===== src/hdl/mmh_pkg.sv =====
// Shared types, constants and the microcode table of the MurmurHash3 x64_128 filter.
package mmh_pkg;

  // Key length counter width
  localparam int unsigned LEN_BITS = 32;

  // Microprogram counter width
  localparam int unsigned UPC_W = 7;

  // Hash constants
  localparam logic [63:0] MIX_C1    = 64'h87c3_7b91_1142_53d5;
  localparam logic [63:0] MIX_C2    = 64'h4cf5_ad43_2745_937f;
  localparam logic [63:0] LANE1_ADD = 64'h0000_0000_52dc_e729;
  localparam logic [63:0] LANE2_ADD = 64'h0000_0000_3849_5ab5;
  localparam logic [63:0] FIN_C1    = 64'hff51_afd7_ed55_8ccd;
  localparam logic [63:0] FIN_C2    = 64'hc4ce_b9fe_1a85_ec53;

  // Register map (byte address bit that selects the register)
  localparam logic REG_SEED   = 1'b0;
  localparam logic REG_THRESH = 1'b1;

  // Datapath micro-operations
  typedef enum logic [4:0] {
    OP_NOP,
    OP_LD_W1,     // t = low block word, masked to the tail length
    OP_LD_W2,     // t = high block word, masked to the tail length
    OP_MUL_LL,    // acc = t.lo * k.lo
    OP_MUL_LH,    // acc += (t.lo * k.hi) << 32
    OP_MUL_HL,    // t = acc + (t.hi * k.lo) << 32
    OP_ROT31,     // t = rotl(t, 31)
    OP_ROT33,     // t = rotl(t, 33)
    OP_XSH33,     // t ^= t >> 33
    OP_H1_XOR_T,
    OP_H2_XOR_T,
    OP_H1_RA,     // h1 = rotl(h1, 27) + h2
    OP_H2_RA,     // h2 = rotl(h2, 31) + h1
    OP_H1_M5,     // h1 = h1 * 5 + LANE1_ADD
    OP_H2_M5,     // h2 = h2 * 5 + LANE2_ADD
    OP_XOR_LEN,   // h1 ^= len, h2 ^= len
    OP_H1_ADD,    // h1 += h2
    OP_H2_ADD,    // h2 += h1
    OP_T_H1,
    OP_T_H2,
    OP_H1_T,
    OP_H2_T
  } uop_t;

  // Multiplier constant select
  typedef enum logic [1:0] {
    K_C1,
    K_C2,
    K_F1,
    K_F2
  } kc_t;

  // Sequencing of the next step
  typedef enum logic [2:0] {
    J_NEXT,   // fall through
    J_GOTO,   // unconditional jump
    J_SHORT,  // jump if the tail has at most eight bytes
    J_LAST,   // jump if the key ended, else end
    J_EMIT,   // wait for the output register, hand off the digest, end
    J_END     // end of program
  } jmp_t;

  typedef struct packed {
    uop_t             op;
    kc_t              kc;
    jmp_t             jmp;
    logic [UPC_W-1:0] tgt;
  } ucw_t;

  // Status from the datapath to the sequencer
  typedef struct packed {
    logic start;     // byte taken that needs a program run
    logic boundary;  // that byte completed a 16-byte block
    logic last;      // current key has ended
    logic rem_gt8;   // tail holds more than eight bytes
  } dp_st_t;

  // Program entry points
  localparam logic [UPC_W-1:0] A_BLOCK = UPC_W'(0);
  localparam logic [UPC_W-1:0] A_TAIL  = UPC_W'(22);
  localparam logic [UPC_W-1:0] A_TAIL1 = UPC_W'(31);
  localparam logic [UPC_W-1:0] A_FINAL = UPC_W'(40);

  function automatic logic [63:0] rotl(input logic [63:0] v, input int unsigned s);
    return (v << s) | (v >> (64 - s));
  endfunction

  function automatic ucw_t mk(input uop_t op, input kc_t kc, input jmp_t jmp,
                              input logic [UPC_W-1:0] tgt);
    ucw_t w;
    w.op  = op;
    w.kc  = kc;
    w.jmp = jmp;
    w.tgt = tgt;
    return w;
  endfunction

  // Microprogram
  function automatic ucw_t ucode(input logic [UPC_W-1:0] a);
    ucw_t w;
    w = mk(OP_NOP, K_C1, J_END, A_BLOCK);
    case (a)
      // block: lane one
      0:  w = mk(OP_LD_W1,    K_C1, J_NEXT, A_BLOCK);
      1:  w = mk(OP_MUL_LL,   K_C1, J_NEXT, A_BLOCK);
      2:  w = mk(OP_MUL_LH,   K_C1, J_NEXT, A_BLOCK);
      3:  w = mk(OP_MUL_HL,   K_C1, J_NEXT, A_BLOCK);
      4:  w = mk(OP_ROT31,    K_C1, J_NEXT, A_BLOCK);
      5:  w = mk(OP_MUL_LL,   K_C2, J_NEXT, A_BLOCK);
      6:  w = mk(OP_MUL_LH,   K_C2, J_NEXT, A_BLOCK);
      7:  w = mk(OP_MUL_HL,   K_C2, J_NEXT, A_BLOCK);
      8:  w = mk(OP_H1_XOR_T, K_C1, J_NEXT, A_BLOCK);
      9:  w = mk(OP_H1_RA,    K_C1, J_NEXT, A_BLOCK);
      10: w = mk(OP_H1_M5,    K_C1, J_NEXT, A_BLOCK);
      // block: lane two
      11: w = mk(OP_LD_W2,    K_C1, J_NEXT, A_BLOCK);
      12: w = mk(OP_MUL_LL,   K_C2, J_NEXT, A_BLOCK);
      13: w = mk(OP_MUL_LH,   K_C2, J_NEXT, A_BLOCK);
      14: w = mk(OP_MUL_HL,   K_C2, J_NEXT, A_BLOCK);
      15: w = mk(OP_ROT33,    K_C1, J_NEXT, A_BLOCK);
      16: w = mk(OP_MUL_LL,   K_C1, J_NEXT, A_BLOCK);
      17: w = mk(OP_MUL_LH,   K_C1, J_NEXT, A_BLOCK);
      18: w = mk(OP_MUL_HL,   K_C1, J_NEXT, A_BLOCK);
      19: w = mk(OP_H2_XOR_T, K_C1, J_NEXT, A_BLOCK);
      20: w = mk(OP_H2_RA,    K_C1, J_NEXT, A_BLOCK);
      21: w = mk(OP_H2_M5,    K_C1, J_LAST, A_FINAL);
      // tail: high word
      22: w = mk(OP_LD_W2,    K_C1, J_SHORT, A_TAIL1);
      23: w = mk(OP_MUL_LL,   K_C2, J_NEXT, A_BLOCK);
      24: w = mk(OP_MUL_LH,   K_C2, J_NEXT, A_BLOCK);
      25: w = mk(OP_MUL_HL,   K_C2, J_NEXT, A_BLOCK);
      26: w = mk(OP_ROT33,    K_C1, J_NEXT, A_BLOCK);
      27: w = mk(OP_MUL_LL,   K_C1, J_NEXT, A_BLOCK);
      28: w = mk(OP_MUL_LH,   K_C1, J_NEXT, A_BLOCK);
      29: w = mk(OP_MUL_HL,   K_C1, J_NEXT, A_BLOCK);
      30: w = mk(OP_H2_XOR_T, K_C1, J_NEXT, A_BLOCK);
      // tail: low word
      31: w = mk(OP_LD_W1,    K_C1, J_NEXT, A_BLOCK);
      32: w = mk(OP_MUL_LL,   K_C1, J_NEXT, A_BLOCK);
      33: w = mk(OP_MUL_LH,   K_C1, J_NEXT, A_BLOCK);
      34: w = mk(OP_MUL_HL,   K_C1, J_NEXT, A_BLOCK);
      35: w = mk(OP_ROT31,    K_C1, J_NEXT, A_BLOCK);
      36: w = mk(OP_MUL_LL,   K_C2, J_NEXT, A_BLOCK);
      37: w = mk(OP_MUL_LH,   K_C2, J_NEXT, A_BLOCK);
      38: w = mk(OP_MUL_HL,   K_C2, J_NEXT, A_BLOCK);
      39: w = mk(OP_H1_XOR_T, K_C1, J_NEXT, A_BLOCK);
      // finalization
      40: w = mk(OP_XOR_LEN,  K_C1, J_NEXT, A_BLOCK);
      41: w = mk(OP_H1_ADD,   K_C1, J_NEXT, A_BLOCK);
      42: w = mk(OP_H2_ADD,   K_C1, J_NEXT, A_BLOCK);
      // avalanche lane one
      43: w = mk(OP_T_H1,     K_C1, J_NEXT, A_BLOCK);
      44: w = mk(OP_XSH33,    K_C1, J_NEXT, A_BLOCK);
      45: w = mk(OP_MUL_LL,   K_F1, J_NEXT, A_BLOCK);
      46: w = mk(OP_MUL_LH,   K_F1, J_NEXT, A_BLOCK);
      47: w = mk(OP_MUL_HL,   K_F1, J_NEXT, A_BLOCK);
      48: w = mk(OP_XSH33,    K_C1, J_NEXT, A_BLOCK);
      49: w = mk(OP_MUL_LL,   K_F2, J_NEXT, A_BLOCK);
      50: w = mk(OP_MUL_LH,   K_F2, J_NEXT, A_BLOCK);
      51: w = mk(OP_MUL_HL,   K_F2, J_NEXT, A_BLOCK);
      52: w = mk(OP_XSH33,    K_C1, J_NEXT, A_BLOCK);
      53: w = mk(OP_H1_T,     K_C1, J_NEXT, A_BLOCK);
      // avalanche lane two
      54: w = mk(OP_T_H2,     K_C1, J_NEXT, A_BLOCK);
      55: w = mk(OP_XSH33,    K_C1, J_NEXT, A_BLOCK);
      56: w = mk(OP_MUL_LL,   K_F1, J_NEXT, A_BLOCK);
      57: w = mk(OP_MUL_LH,   K_F1, J_NEXT, A_BLOCK);
      58: w = mk(OP_MUL_HL,   K_F1, J_NEXT, A_BLOCK);
      59: w = mk(OP_XSH33,    K_C1, J_NEXT, A_BLOCK);
      60: w = mk(OP_MUL_LL,   K_F2, J_NEXT, A_BLOCK);
      61: w = mk(OP_MUL_LH,   K_F2, J_NEXT, A_BLOCK);
      62: w = mk(OP_MUL_HL,   K_F2, J_NEXT, A_BLOCK);
      63: w = mk(OP_XSH33,    K_C1, J_NEXT, A_BLOCK);
      64: w = mk(OP_H2_T,     K_C1, J_NEXT, A_BLOCK);
      // closing lane sums and hand-off
      65: w = mk(OP_H1_ADD,   K_C1, J_NEXT, A_BLOCK);
      66: w = mk(OP_H2_ADD,   K_C1, J_NEXT, A_BLOCK);
      67: w = mk(OP_NOP,      K_C1, J_EMIT, A_BLOCK);
      default: w = mk(OP_NOP, K_C1, J_END, A_BLOCK);
    endcase
    return w;
  endfunction

endpackage


===== src/hdl/mmh_seq.sv =====
// Microprogram sequencer: step counter, control word fetch and jump logic.
module mmh_seq
  import mmh_pkg::*;
(
  input  logic   clk,
  input  logic   rst_n,
  input  dp_st_t st,
  input  logic   out_free,
  output ucw_t   cw,
  output logic   step_en,
  output logic   emit,
  output logic   busy
);

  logic [UPC_W-1:0] upc_r, upc_nxt;
  logic             busy_r, busy_nxt;

  // control word fetch
  assign cw   = ucode(upc_r);
  assign busy = busy_r;

  // a hand-off step stalls while the output register is still full
  assign step_en = busy_r && !((cw.jmp == J_EMIT) && !out_free);
  assign emit    = busy_r && (cw.jmp == J_EMIT) && out_free;

  // next step
  always_comb begin
    upc_nxt  = upc_r;
    busy_nxt = busy_r;
    if (!busy_r) begin
      if (st.start) begin
        busy_nxt = 1'b1;
        upc_nxt  = st.boundary ? A_BLOCK : A_TAIL;
      end
    end else begin
      case (cw.jmp)
        J_NEXT:  upc_nxt = upc_r + UPC_W'(1);
        J_GOTO:  upc_nxt = cw.tgt;
        J_SHORT: upc_nxt = st.rem_gt8 ? upc_r + UPC_W'(1) : cw.tgt;
        J_LAST: begin
          if (st.last) begin
            upc_nxt = cw.tgt;
          end else begin
            busy_nxt = 1'b0;
          end
        end
        J_EMIT: begin
          if (out_free) begin
            busy_nxt = 1'b0;
          end
        end
        J_END:   busy_nxt = 1'b0;
        default: busy_nxt = 1'b0;
      endcase
    end
  end

  always_ff @(posedge clk) begin
    if (!rst_n) begin
      busy_r <= 1'b0;
      upc_r  <= A_BLOCK;
    end else begin
      busy_r <= busy_nxt;
      upc_r  <= upc_nxt;
    end
  end

endmodule


===== config.mk =====
export PLATFORM = sky130hd
export DESIGN_NAME = mmh_seq
export DESIGN_NICKNAME = d
export VERILOG_FILES = /design/src/hdl/mmh_pkg.sv /design/src/hdl/mmh_seq.sv
export SDC_FILE = /design/constraint.sdc
export NUM_CORES = 1
export LEC_CHECK = 0
export BUFFER_PORTS_ARGS = -buffer_cell sky130_fd_sc_hd__buf_2
export CORE_MARGIN = 2
export CORE_UTILIZATION = 32
export CTS_BUF_LIST = sky130_fd_sc_hd__clkbuf_4
export DETAILED_ROUTE_END_ITERATION = 10
export GPL_TIMING_DRIVEN = 0
export PLACE_DENSITY = 0.57
export SETUP_SLACK_MARGIN = 0.02
export SKIP_LAST_GASP = 1
export SYNTH_ARGS = -nofsm -noshare
export SYNTH_HDL_FRONTEND = slang
export SYNTH_SLANG_ARGS = --single-unit

===== constraint.sdc =====
create_clock -name clk -period 3.6 [get_ports clk]
set_clock_uncertainty 0.05 [all_clocks]
set_input_delay 0.18 -clock clk [delete_from_list [all_inputs] [get_ports clk]]
set_output_delay 0.18 -clock clk [all_outputs]
set_load 0.1 [all_outputs]

# [Word level (Yosys, flattened, before mapping)]
# Memory sizes are Yosys's and may differ from the RTL's. A register that Yosys moved wholly into a read port is not among the register bits.
# Cells that the tools add are included.
[classes] mux=13 div=0 n_reduce_logical=10 magnitude_cmp=0 shift=0 bitwise=0 addsub=1 n_mul=0 eq_ne=6
[ops] op="7-bit 2-to-1 mux" n=6
[ops] op="7-bit case mux with 4 select lines" n=1
[ops] op="7-bit by 1-bit adder with 7-bit output, second input constant" n=1
[ops] op="3-bit by 2-bit equality test with 1-bit output, second input constant" n=2
[ops] op="5-bit 2-to-1 mux" n=1
[ops] op="5-bit by 1-bit != test with 1-bit output, second input constant" n=1
[ops] op="1-bit logical AND" n=4
[ops] op="1-bit 2-to-1 mux" n=4
[ops] op="3-bit by 1-bit equality test with 1-bit output, second input constant" n=1
[ops] op="3-bit equality test, second input constant" n=1
[ops] op="3-bit zero test" n=1
[ops] op="3-bit != test, second input constant" n=1
[ops] op="1-bit case mux with 3 select lines" n=1
[ops] op="3-bit AND reduction" n=1
[ops] op="3-bit OR reduction" n=1
[ops] op="1-bit zero test" n=2
[ops] op="2-bit nonzero test" n=1
[word_totals] output_inout_bits=20 word_cells=33 mem_bits_rw=0 mem_count=1 regBits=8 latchBits=0 mem_bits_ro=2048
[mem_list] memory="(name not given)" depth=128 width=16 read_ports=1 rd_clocked_by_memory_dff=1 wr=0 line="mmh_pkg.sv:105" text="case (a)"

# [Logic depth before layout (Yosys ltp)]
# Gate-level depths: netlist (run 1).
[depth] word_depth=6 ltp_mapped=12

# [Worst setup path before layout (run 1)]
# Ideal clock, no wire load.
[synth_timing] path_kind="register to register" start="reg busy_r (netlist: busy)" end="reg cw[14] (netlist name)" t_arrival_ps=3139 path_buffers=2 setup_time_ps=136 stages_incl_launch_ff=13 setup_slack_ps=275 synth_period_minus_slack_ps=3325 path_cell_list="dfxtp_1 -> nand2b_1 -> nor2_1 -> a32o_1 -> buf_2 -> and2_1 -> inv_1 -> ha_1 -> clkbuf_1 -> o21ai_0 -> o21ai_0 -> a221oi_1 -> o2111ai_1"
[synth_via] elab_chain_cells=4 word_cells_on_any_way=7
[synth_rtl] item="start, declared" line="mmh_seq.sv:16" text="logic busy_r, busy_nxt;"
[synth_rtl] item="start signal, assigned" line="mmh_seq.sv:63" text="busy_r <= busy_nxt;"
[synth_rtl] item="5-bit by 1-bit != test with 1-bit output (no line), or another cell as far along"
[synth_rtl] item="3-bit AND reduction (no line)"
[synth_rtl] item="7-bit 2-to-1 mux (no line) * (2 in a row)"
# Mark *: on every way between the ends. The rest lies on a longest branch, timed or not.
# A chain may end at the register's enable or synchronous reset.

# [Worst setup path after layout (run 1)]
[layout_timing] start="reg cw[7] (netlist name)" end="reg cw[14] (netlist name)"
[layout_via] elab_chain_cells=5 word_cells_on_any_way=11
[layout_rtl] item="3-bit by 2-bit equality test with 1-bit output, or another cell as far along" line="mmh_seq.sv:36" text="case (cw.jmp)"
[layout_rtl] item="5-bit by 1-bit != test with 1-bit output (no line), or another cell as far along"
[layout_rtl] item="3-bit AND reduction (no line) / 7-bit 2-to-1 mux (equally long branches)"
[layout_rtl] item="7-bit 2-to-1 mux (no line) * (2 in a row)"
# Marks and branches as above.

==> results of run 1 <==
## metal layers
layer,GRT usage,up-vias
li1,-,959
met1,0.2522,912
met2,0.2857,127
met3,0.02376,18
met4,0.07966,0
met5,0,-
## worst max-delay path, stage by stage (launching register included)
cell,delay [ns]
dfxtp_1,0.41
and3b_1,0.25
nor2_1,0.42
a32o_1,0.27
buf_2,0.23
and2_1,0.26
inv_1,0.14
ha_1,0.21
clkbuf_1,0.24
o21ai_0,0.14
o21ai_0,0.10
a221oi_1,0.30
o2111ai_1,0.15
## state kept, by name (all words and copies together) (netlist names)
name,count
busy,1
cw,12
upc_r,7
## cell usage in the layout, fill, tap and decap left out, types with 4 or more instances in the layout
cell type	n
dfxtp_1	20
nand2_1	23
nor2_1	21
buf_4	6
ha_1	10
nand3_1	11
buf_2	29
o21ai_0	12
a21oi_1	7
or3_1	4
a31oi_1	5
o211ai_1	7
and2_1	7
nor2b_1	4
nand2b_1	5
inv_1	13
nor3_1	8
o22ai_1	4
o2111ai_1	4
## power by group
| part | switching (mW) | total, mW | internal [mW] |
|---|---|---|---|
| Sequential | 0.00975 | 0.245 | 0.236 |
| Combinational | 0.245 | 0.339 | 0.0942 |
| Clock | 0.0741 | 0.187 | 0.113 |
| Total | 0.329 | 0.771 | 0.443 |
## cell type report
| type | count | share of cell area |
|---|---|---|
| buffer | 15 | 0.04337 |
| clock buffer | 3 | 0.01070 |
| clock inverter | 1 | 0.01426 |
| inverter | 14 | 0.02496 |
| multi-input combinational | 195 | 0.6144 |
| sequential | 20 | 0.1901 |
| tap | 72 | 0.04278 |
| timing repair buffer | 25 | 0.05942 |
## logic make-up after synthesis
| group | Yosys count | share of synthesized area |
|---|---|---|
| adders and majority gates | 10 | 0.06807 |
| xor gates and xnor gates | 3 | 0.01430 |
| muxes | 4 | 0.02246 |
| AOI/OAI and AO/OA | 80 | 0.3336 |
| buffers and inverters | 29 | 0.07828 |
| other | 1 | 0.002040 |
| DFF | 20 | 0.2178 |
| and+or+nand+nor | 97 | 0.2634 |
## cell usage after synthesis (3+ instances only)
library cell	n	share of area
nand2_1	23	0.047
nor2_1	21	0.043
dfxtp_1	20	0.22
inv_1	13	0.027
o21ai_0	12	0.033
nand3_1	11	0.030
ha_1	10	0.068
nor3_1	8	0.022
a21oi_1	7	0.019
and2_1	7	0.024
o211ai_1	7	0.029
buf_4	6	0.025
a31oi_1	5	0.017
nand2b_1	5	0.017
buf_2	4	0.011
nor2b_1	4	0.014
o2111ai_1	4	0.019
o22ai_1	4	0.014
or3_1	4	0.014
a211oi_1	3	0.012
a221oi_1	3	0.014
clkbuf_1	3	0.0061
mux2i_1	3	0.016
nand4_1	3	0.010
xor2_1	3	0.014
## how the worst max path moves through the flow
stage / startpoint / endpoint / slack [ns] / cells after the start
floorplan: busy$_SDFF_PN0_ / cw[14]$_DFF_P_ / 0.27 / 12
global placement: cw[7]$_DFF_P_ / cw[14]$_DFF_P_ / 0.38 / 12
detailed placement: cw[7]$_DFF_P_ / cw[14]$_DFF_P_ / 0.37 / 12
CTS: cw[7]$_DFF_P_ / cw[14]$_DFF_P_ / 0.33 / 12
global route: busy$_SDFF_PN0_ / cw[14]$_DFF_P_ / 0.1 / 12
finish: cw[7]$_DFF_P_ / cw[14]$_DFF_P_ / 0.31 / 12
==> out/results.txt, run 1 <==
Post-Place Cell Area: 2053 um2
P&R area growth vs syn: 14.57%
GP Congestion: 0.9357
hold path start: out_free
number of inserted diodes: 0
PostCTS Resize Cnt: 0
gr usage total: 0.1832
Lkg Pwr: 0.8953 nW
initial antenna violation count: 0
vias per inst: 5.843
Fin Hold WS: 0.09621 ns
Final Instance Count excl. Fillers: 345
number of flops mapped to enable cells by yosys: 0
maxcap violations: 0
FMAX: 0.3035 GHz
reg2reg path depth: 12
sequential area share after synthesis: 0.2178
Initial Util: 0.3318
Met1 Wirelength: 2525 um
RSZ-0062 raised after global routing: no
IO Pins: 27
layout cells sized above 1: 0.1868
root buf cell: clkbuf_4
clk sinks: 20
GRT Residual Overflow: 0
kind of critical path: reg2reg
Final min period: 3.294 ns
worst reg-to-reg setup slack: 0.31 ns
worst hold path class: in2reg
Pwr Total: 0.7715 mW
syn avg cell area: 7.533 um2
Core ar.: 5540 um2
Placed Cells: 341
largest net degree at the start of global routing: 13
CTS tree: built
Max FO, Critical Path: 10
vias in the first global route: 1781
vias after detailed routing: 2016
Place WS: 0.3654 ns
Hold Path End: busy$_SDFF_PN0_
Die H: 79.79 um
status: completed
Met2 Routed Length: 2438 um
Required @ worst endpoint: 3.74 ns
PortBufs: 25
global-route wire length before repair: 9066 um
Syn Nets: 261
Crit Reg-Reg Endpoint: cw[14]$_DFF_P_
Mapped Area: 1838 um2
Bufs on Longest Clock Path: 2
post-CTS setup buffers: 0
die width: 79.79 um
Routed wire per std cell: 16.56 um
Worst-Skew Late Latency: 0.31 ns
setup ws final: 0.3056 ns
nets@finish: 291
#FFs+latches synth: 20
area of the multi-input gates: 1294 um2
Reg clk slew, reported paths: 0.11 ns
final setup fails: 0
Pwr Density: 366.4 nW/um2
Worst Setup End Kind: register
Filler cells: 613
Max VDD drop: 0.0001688 V
Hold Path Depth: 4
standard-cell row count: 27
sequential cell area: 400.4 um2
fin util: 0.3801
Synth cell types: 66
Crit path arrival time: 3.43 ns
drt drc: 0
Worst Tran Pin Value: 0.6151 ns
Slew headroom: 0.5881
met3 WL: 582 um
fin area: 2106 um2
startpoint types: register
Final HPWL DP: 4320 um
top_reg_cell synth: dfxtp_1
first drt pass iteration count: 5
Routed WL: 5712 um
Fin Setup TNS: 0 ns
CTS Buf Count: 3
initial drt markers: 252
final max-slew violation count: 0
Yosys warning total: 0
R2R Path Start: cw[7]$_DFF_P_
period utilisation layout: 0.9151
hold_buf cts: 0
post-synthesis cell count: 244
CTS H-Tree Depth: 1
final hold vios: 0
uppermost layer routed: met4
die area: 6366 um2
DRT antenna net count: 0
ys async rst share: 0
No activity file was read; power rests on OpenSTA's default activity.
==> inputs of run 2 (changes only) <==
--- a/config.mk
+++ b/config.mk
@@ -7,11 +7,10 @@
 export LEC_CHECK = 0
 export BUFFER_PORTS_ARGS = -buffer_cell sky130_fd_sc_hd__buf_2
 export CORE_MARGIN = 2
-export CORE_UTILIZATION = 32
+export CORE_UTILIZATION = 42
 export CTS_BUF_LIST = sky130_fd_sc_hd__clkbuf_4
 export DETAILED_ROUTE_END_ITERATION = 10
-export GPL_TIMING_DRIVEN = 0
-export PLACE_DENSITY = 0.57
+export PLACE_DENSITY = 0.69
 export SETUP_SLACK_MARGIN = 0.02
 export SKIP_LAST_GASP = 1
 export SYNTH_ARGS = -nofsm -noshare
==> out/results.txt, run 2 (synthesis results as in run 1) <==
Filler cells: 436 (-29%)
Slowest cell on crit path: dfxtp_1
Fin Setup TNS: 0 ns (unchanged)
GRT Residual Overflow: 0 (unchanged)
Psw: 0.3307 mW (+0.58%)
global-route wire length before repair: 8901 um (-1.8%)
P&R area growth vs syn: 9.462%
Bufs on Longest Clock Path: 2 (unchanged)
gr usage total: 0.2260 (+0.04283)
Routed WL: 5570 um (-2.5%)
Bufs and invs on worst path: 1 (-2)
Hold Path Depth: 4 (unchanged)
Die H: 70.16 um (-12%)
Required @ worst endpoint: 3.79 ns (+0.05 ns)
CTS Buf Count: 3 (unchanged)
Worst-Skew Late Latency: 0.32 ns (about the same)
Slew headroom: 0.5870 (-0.001135)
number of inserted diodes: 0 (unchanged)
kind of critical path: reg2reg
first drt pass iteration count: 5 (unchanged)
standard-cell row count: 24 (-11%)
IO Pins: 27 (unchanged)
GP Congestion: 0.9696 (+3.6%)
vias in the first global route: 1769 (-0.67%)
setup ws final: 0.5397 ns (+0.2341 ns)
hold_buf cts: 0 (unchanged)
DRT antenna net count: 0 (unchanged)
Clock power frac: 0.248 (+0.006)
Routed wire per std cell: 17.80 um (+7.5%)
R2R Path Start: cw[8]$_SDFF_PP0_
clk sinks: 20 (unchanged)
final setup fails: 0 (unchanged)
vias after detailed routing: 2017 (+0.050%)
initial drt markers: 242 (-4.0%)
CP peak stage delay: 0.49 ns (+0.07 ns)
Core ar.: 4294 um2 (-22%)
Lkg Pwr: 0.8507 nW (-5.0%)
CTS H-Tree Depth: 1 (unchanged)
reg2reg path depth: 11 (-1)
nets@finish: 279 (-4.1%)
root buf cell: clkbuf_4
final max-slew violation count: 0 (unchanged)
CTS tree: built
final hold vios: 0 (unchanged)
layout cells sized above 1: 0.1648 (-0.02206)
Pwr Density: 382.4 nW/um2 (+4.4%)
largest net degree at the start of global routing: 22 (+9)
most used cell, CP: o211ai_1
Crit path arrival time: 3.25 ns (-0.18 ns)
worst setup path start: cw[8]$_SDFF_PP0_
PostCTS Resize Cnt: 0 (unchanged)
Flop pwr share: 0.319 (about the same)
Initial Util: 0.4280 (+0.09628)
Placed Cells: 309 (-9.4%)
status: completed
maxcap violations: 0 (unchanged)
PortBufs: 25 (unchanged)
period utilisation layout: 0.8501 (-0.06503)
hold path start: out_free
vias per inst: 6.444 (+10%)
initial antenna violation count: 0 (unchanged)
Reg clk slew, reported paths: 0.13 ns (+0.02 ns)
CP cell instances: nand2b_1 -> a21o_1 -> a211oi_1 -> nor2_1 -> nand2_1 -> inv_1 -> ha_1 -> mux2_2 -> o211ai_1 -> a32oi_1 -> o211ai_1
worst hold path class: in2reg
WP depth: 11 (-1)
CP top delay family: compound AO/OA/AOI/OAI gates
RSZ-0062 raised after global routing: no
most common cell after layout, fill and taps aside: buf_2
startpoint types: register
post-CTS setup buffers: 0 (unchanged)
max reg flops: 12 (unchanged)
drt drc: 0 (unchanged)
FMAX: 0.3268 GHz (+7.7%)
Worst Setup End Kind: register
die area: 4922 um2 (-23%)
combinational fraction of design power: 0.433 (-0.007)
Final Instance Count excl. Fillers: 313 (-9.3%)
Final min period: 3.060 ns (-0.2341 ns)
Sw Ratio: 0.4299 (+0.003712)
die width: 70.16 um (-12%)
Worst Tran Pin Value: 0.6196 ns (+0.004410 ns)
Max FO, Critical Path: 8 (-2)
Place WS: 0.6251 ns (+0.2597 ns)
internal power: 0.4386 mW (-0.93%)
Final HPWL DP: 4196 um (-2.9%)
Max VDD drop: 0.0001814 V (+7.5%)
commonest cells after routing, fill and taps aside: buf_2, nand2_1, nor2_1
run 2: path summary, 6_finish.rpt:
kind | to | slack [ns]
setup / recovery | cw[12]$_DFF_P_ | 0.54
hold / removal | busy$_SDFF_PN0_ | 0.09
setup reg to reg | cw[12]$_DFF_P_ | 0.54
hold reg to reg | busy$_SDFF_PN0_ | 0.52
run 2: per-layer routing:
metal / routed length, um / global-route usage / up-vias
met5: 0 / 0 / -
met4: 232 / 0.1197 / 0
met3: 467 / 0.01876 / 21
met2: 2450 / 0.3524 / 133
met1: 2421 / 0.3095 / 929
li1: - / - / 934
run 2: power groups by stage:
stage	clock, mW	sequential (mW)	combinational [mW]
final	0.191	0.245	0.333
after detailed placement	0	0.250	0.325
after global routing	0.199	0.248	0.355
after global placement	0	0.250	0.326
after CTS	0.193	0.245	0.326
after floorplan	0	0.322	0.190
run 2: through the flow:
| step | hold slack [ns] | area (um2) | util | total power, mW |
|---|---|---|---|---|
| 3_3_place_gp | 0.4340 | 1959 | 0.4563 | 0.5759 |
| 3_5_place_dp | 0.4379 | 1959 | 0.4563 | 0.5751 |
| 2_1_floorplan | 0.3209 | 1838 | - | 0.5119 |
| 5_1_grt | 0.1216 | 2012 | 0.4685 | 0.8018 |
| 6_report | 0.08641 | 2012 | 0.4685 | 0.7693 |
| 4_1_cts | 0.08211 | 2012 | 0.4685 | 0.7646 |
run 2: area by class of cell:
type                    instances  area [um2]  share of cell area
clock buffers                   3       22.52             0.01119
clock inverters                 1       30.03             0.01493
inverters                      14       52.55             0.02612
multi-input cells             195        1294              0.6430
flip-flops and latches         20       400.4              0.1990
well taps                      52       65.06             0.03234
repair buffers                 28       147.6             0.07338
run 2: worst reg2reg max path, stage by stage (launching register included):
cell and delay (ns):
dfxtp_1 0.49, nand2b_1 0.15, a21o_1 0.28, a211oi_1 0.48, nor2_1 0.13, nand2_1 0.24
inv_1 0.14, ha_1 0.26, mux2_2 0.28, o211ai_1 0.20, a32oi_1 0.08, o211ai_1 0.21
